File: src/sv/gar_pkg.sv
`timescale 1ns / 1ps
// Package with the shared types and constants of the glyph attribute renderer.
package gar_pkg;

  // Pixel and row indexes are carried at the widest glyph size.
  localparam int IDX_W = 4;
  // A glyph row never spans more than this many font bytes.
  localparam int ROW_FETCH_BYTES = 3;
  localparam int FETCH_W = 2;

  localparam int CFG_IDX_W  = 2;
  localparam int CFG_DATA_W = 9;

  localparam logic [CFG_IDX_W-1:0] CFG_INVALID_GLYPH    = 2'd0;
  localparam logic [CFG_IDX_W-1:0] CFG_DIM_SCALE        = 2'd1;
  localparam logic [CFG_IDX_W-1:0] CFG_UNDERLINE_OFFSET = 2'd2;
  localparam logic [CFG_IDX_W-1:0] CFG_UNDERLINE_LEVEL  = 2'd3;

  localparam logic KIND_FONT_WRITE = 1'b0;
  localparam logic KIND_RENDER     = 1'b1;

  localparam logic [7:0] BOLD_THRESHOLD = 8'd64;
  localparam logic [7:0] PIX_FULL       = 8'd255;

  typedef enum logic [1:0] {
    ST_IDLE,
    ST_FETCH,
    ST_WAIT,
    ST_EMIT
  } gar_state_t;

  typedef struct packed {
    logic               font_write;
    logic               start;
    logic               fetch;
    logic [FETCH_W-1:0] fetch_k;
    logic               emit;
    logic               last;
    logic [IDX_W-1:0]   x;
    logic [IDX_W-1:0]   y;
  } gar_cmd_t;

  typedef struct packed {
    logic advance;
    logic busy;
  } gar_status_t;

endpackage

File: src/sv/gar_ctrl.sv
`timescale 1ns / 1ps
// Controller state machine: sequences row fetches and pixel emission.
module gar_ctrl import gar_pkg::*; #(
  parameter int GLYPH_WIDTH  = 8,
  parameter int GLYPH_HEIGHT = 8
) (
  input  logic        clk,
  input  logic        rst_n,
  input  logic        in_valid,
  input  logic        in_kind,
  output logic        in_ready,
  input  gar_status_t status,
  output gar_cmd_t    cmd
);

  localparam int XW = (GLYPH_WIDTH > 1) ? $clog2(GLYPH_WIDTH) : 1;
  localparam int YW = $clog2(GLYPH_HEIGHT);
  localparam logic [XW-1:0] X_LAST = XW'(GLYPH_WIDTH - 1);
  localparam logic [YW-1:0] Y_LAST = YW'(GLYPH_HEIGHT - 1);
  localparam logic [FETCH_W-1:0] K_LAST = FETCH_W'(ROW_FETCH_BYTES - 1);

  gar_state_t state_r, state_nxt;
  logic [XW-1:0]      x_r, x_nxt;
  logic [YW-1:0]      y_r, y_nxt;
  logic [FETCH_W-1:0] k_r, k_nxt;
  logic               accept;

  assign in_ready = (state_r == ST_IDLE) && !status.busy;
  assign accept   = in_valid && in_ready;

  always_comb begin
    state_nxt = state_r;
    x_nxt     = x_r;
    y_nxt     = y_r;
    k_nxt     = k_r;
    case (state_r)
      ST_IDLE: begin
        if (accept && in_kind == KIND_RENDER) begin
          state_nxt = ST_FETCH;
          y_nxt     = '0;
          k_nxt     = '0;
        end
      end
      ST_FETCH: begin
        k_nxt = k_r + 1'b1;
        if (k_r == K_LAST) begin
          state_nxt = ST_WAIT;
        end
      end
      ST_WAIT: begin
        state_nxt = ST_EMIT;
        x_nxt     = '0;
      end
      ST_EMIT: begin
        if (status.advance) begin
          x_nxt = x_r + 1'b1;
          if (x_r == X_LAST) begin
            if (y_r == Y_LAST) begin
              state_nxt = ST_IDLE;
            end else begin
              state_nxt = ST_FETCH;
              y_nxt     = y_r + 1'b1;
              k_nxt     = '0;
            end
          end
        end
      end
      default: state_nxt = ST_IDLE;
    endcase
  end

  always_comb begin
    cmd            = '0;
    cmd.font_write = accept && in_kind == KIND_FONT_WRITE;
    cmd.start      = accept && in_kind == KIND_RENDER;
    cmd.x          = IDX_W'(x_r);
    cmd.y          = IDX_W'(y_r);
    cmd.fetch_k    = k_r;
    case (state_r)
      ST_FETCH: cmd.fetch = 1'b1;
      ST_EMIT: begin
        cmd.emit = status.advance;
        cmd.last = status.advance && x_r == X_LAST && y_r == Y_LAST;
      end
      default: ;
    endcase
  end

  always_ff @(posedge clk) begin
    if (!rst_n) begin
      state_r <= ST_IDLE;
      x_r     <= '0;
      y_r     <= '0;
      k_r     <= '0;
    end else begin
      state_r <= state_nxt;
      x_r     <= x_nxt;
      y_r     <= y_nxt;
      k_r     <= k_nxt;
    end
  end

  a_ready_only_idle: assert property (@(posedge clk) disable iff (!rst_n)
    in_ready |-> state_r == ST_IDLE) else $error("ready outside idle");
  a_last_to_idle: assert property (@(posedge clk) disable iff (!rst_n)
    cmd.last |=> state_r == ST_IDLE) else $error("last pixel did not end glyph");
  a_wait_to_emit: assert property (@(posedge clk) disable iff (!rst_n)
    state_r == ST_WAIT |=> state_r == ST_EMIT) else $error("wait not followed by emit");

endmodule

File: config.mk
export PLATFORM = sky130hd
export DESIGN_NAME = gar_ctrl
export DESIGN_NICKNAME = d
export VERILOG_FILES = /design/src/sv/gar_pkg.sv /design/src/sv/gar_ctrl.sv
export SDC_FILE = /design/constraint.sdc
export NUM_CORES = 1
export LEC_CHECK = 0
export BUFFER_PORTS_ARGS = -buffer_cell sky130_fd_sc_hd__buf_4
export CORE_MARGIN = 10
export CORE_UTILIZATION = 45
export DETAILED_ROUTE_END_ITERATION = 7
export PLACE_DENSITY = 0.73
export SLEW_MARGIN = 40
export SYNTH_ARGS = -nofsm -noshare
export SYNTH_HDL_FRONTEND = slang
export SYNTH_SLANG_ARGS = --single-unit
File: constraint.sdc
create_clock -name clk -period 4.5 [get_ports clk]
set_clock_uncertainty 0.2 [all_clocks]
set_input_delay 0.225 -clock clk [delete_from_list [all_inputs] [get_ports clk]]
set_output_delay 0.225 -clock clk [all_outputs]
set_load 0.02 [all_outputs]
==> summary.txt <==
Final critical-path share of the clock period: 44.9%
Core area: 0.00133 mm²
# fillers: 129
Final WL: 1450 µm
Class of the worst hold path: input port to flop
CP cell instances: inv_1 -> ha_1 -> nor2b_1 -> and3_2 -> buf_4
Input/output buffers: 19
Vias post-DR: 560
Crit path launch type: flop
DR DRC count: 0
Maximum number of pins on one net before global-route repair: 12
Worst-skew pair later-pin latency: 270 ps
Fraction of layout cells with a size suffix above 1: 29.7%
Starting density of the core: 49.3%
First-pass iteration count of the detailed router: 5
Vias in the first global route: 565
Ant diodes: 0
Worst Hold Depth: 2
CP bufs+invs: 2
Crit path DAT: 1600 ps
Maximum clock insertion buffer count: 2
Commonest non-fill, non-tap cell in the layout: buf_4
TritonCTS clock tree: built
CTS H-tree lvls: 1
Root buffer cell: clkbuf_4
Power per Cell Area: 370 mW/mm²
Hold Vio Cnt, Final: 0
Final TNS setup: 0 ps
Initial antenna violation count: 0
I/O Pins: 22
Die area: 0.00339 mm²
Post-Syn Area per Cell: 9.27 µm²
RSZ-0062 raised after global routing: false
Reg-to-Reg Start: state_r[0]$_SDFFE_PN0P_
DR WL/cell: 13.6 µm
CP required: 4070 ps
Post-CTS setup buffers: 0
Total Routing Usage GR: 9.06%
Total global routing overflow: 0
Max-cap violations: 0
Row count: 13
EDFF count, synth: 0
Placed instance area: 800 µm²
CTS Hold Bufs: 0
Post-synth cell types: 32
Seq cells post-synth: 10
Reg2Reg Depth: 5
DRT iter0 DRCs: 18
Delay-heaviest family, CP: flip-flops
Proportion of synthesized chip area in sequential cells: 30.4%
Slew Limit Fails: 0
Resized cells post-CTS: 0
Fmax: 495 MHz
Clock sinks: 10
Ys async rst share: 0%
Non-filler cells, final: 106
Post-route cell area: 836 µm²
Worst path max stage delay: 410 ps
Post-DP HPWL: 1190 µm
Cell count after synthesis: 71
Hold Crit Start: rst_n
CP max stage cell: dfxtp_1
Post-layout util: 62.7%
CTS buffer count: 3
Peak supply drop: 264 µV
Status: finished, final reports clean
Leakage power: 0.415 nW
Clock slew at reported path FFs: 60 ps
CP Max Fanout: 7
Power Total: 0.000309 W
# nets final: 108
Final-report setup violation count: 0
Commonest non-fill, non-tap cells in the layout: buf_4 (19), ha_1 (10), dfxtp_1 (10)
GP Congestion: 0.733
Area of the mapped netlist: 658 µm²
Global-route wire length before repair: 2460 µm
Worst Setup End Kind: primary output
Critical path class: flop to primary output
Fin crit period: 2020 ps
Post-route ant nets: 0
Horiz. Die Dim: 58.2 µm
Stages on the worst setup path: 5
Vias/cell: 5.28
Placed cells: 102
Synth warn: 0
Predominant post-synthesis flop cell: dfxtp_1
Die height: 58.2 µm
CP Launch Point: state_r[0]$_SDFFE_PN0P_
Synth-to-Final Area Change: 27.0%
-- power breakdown --
group / switching, W / internal, W / total [W] / leakage (nW)
clock network: 0.0000321 / 0.0000492 / 0.0000812 / 0.0210
logic: 0.0000697 / 0.0000544 / 0.000124 / 0.313
registers: 0.00000785 / 0.0000961 / 0.000104 / 0.0808
total: 0.000110 / 0.000200 / 0.000309 / 0.415
-- cell usage after synthesis (all sizes together) (2+ instances only) --
| cell | count | share of area (%) |
|---|---|---|
| nand2 | 5 | 2.9 |
| and3 | 2 | 2.1 |
| inv | 6 | 3.4 |
| a21oi | 2 | 1.5 |
| nor2b | 5 | 4.8 |
| a22o | 3 | 4.2 |
| mux2i | 2 | 3.0 |
| clkbuf | 2 | 1.3 |
| o22ai | 2 | 1.9 |
| a22oi | 2 | 2.3 |
| dfxtp | 10 | 30 |
| nor2 | 2 | 1.1 |
| nand3b | 3 | 5.3 |
| buf | 2 | 2.3 |
| ha | 10 | 19 |
| a21boi | 2 | 2.3 |
-- cell families after synthesis --
family | after synthesis | synth area share [%]
other | 1 | 0.570
multiplexers | 3 | 4.75
AND/OR/NAND/NOR | 22 | 20.9
AO/OA/AOI/OAI | 15 | 17.3
flip-flops | 10 | 30.4
adder cells (fa/ha/maj) | 10 | 19.0
buffers and inverters | 10 | 7.03
-- sequential cells by signal, indices dropped and copies added (netlist names) --
register and cells:
state_r 2, y_r 3, k_r 2, x_r 3
-- final timing paths --
check	slack (ps)	end
max	2480	cmd[13]
min	60	state_r[0]$_SDFFE_PN0P_
max reg2reg	2560	state_r[0]$_SDFFE_PN0P_
min reg2reg	290	k_r[0]$_SDFFE_PN0P_
-- per-layer routing --
metal | GRT usage (%) | routed length [µm] | up-vias
li1 | - | - | 285
met1 | 10.3 | 690 | 254
met2 | 14.0 | 637 | 19
met3 | 5.01 | 107 | 2
met4 | 3.02 | 8 | 0
met5 | 0 | 0 | -
-- area by class of cell --
class	instances	area [µm²]	area share, %
Clock buffer	4	36.3	4.34
Inverter	6	22.5	2.69
Multi-Input combinational cell	52	415	49.7
Sequential cell	10	200	24.0
Tap cell	15	18.8	2.25
Timing Repair Buffer	19	143	17.1
-- stage by stage --
| stage | hold slack [ps] | worst slack [ps] |
|---|---|---|
| 6_report | 59.4 | 2480 |
| 4_1_cts | 52.9 | 2470 |
| 3_3_place_gp | 278 | 2640 |
| 3_5_place_dp | 283 | 2570 |
| 2_1_floorplan | 328 | 2600 |
| 5_1_grt | 55.9 | 2330 |
Power figures use the tool's default switching activity.
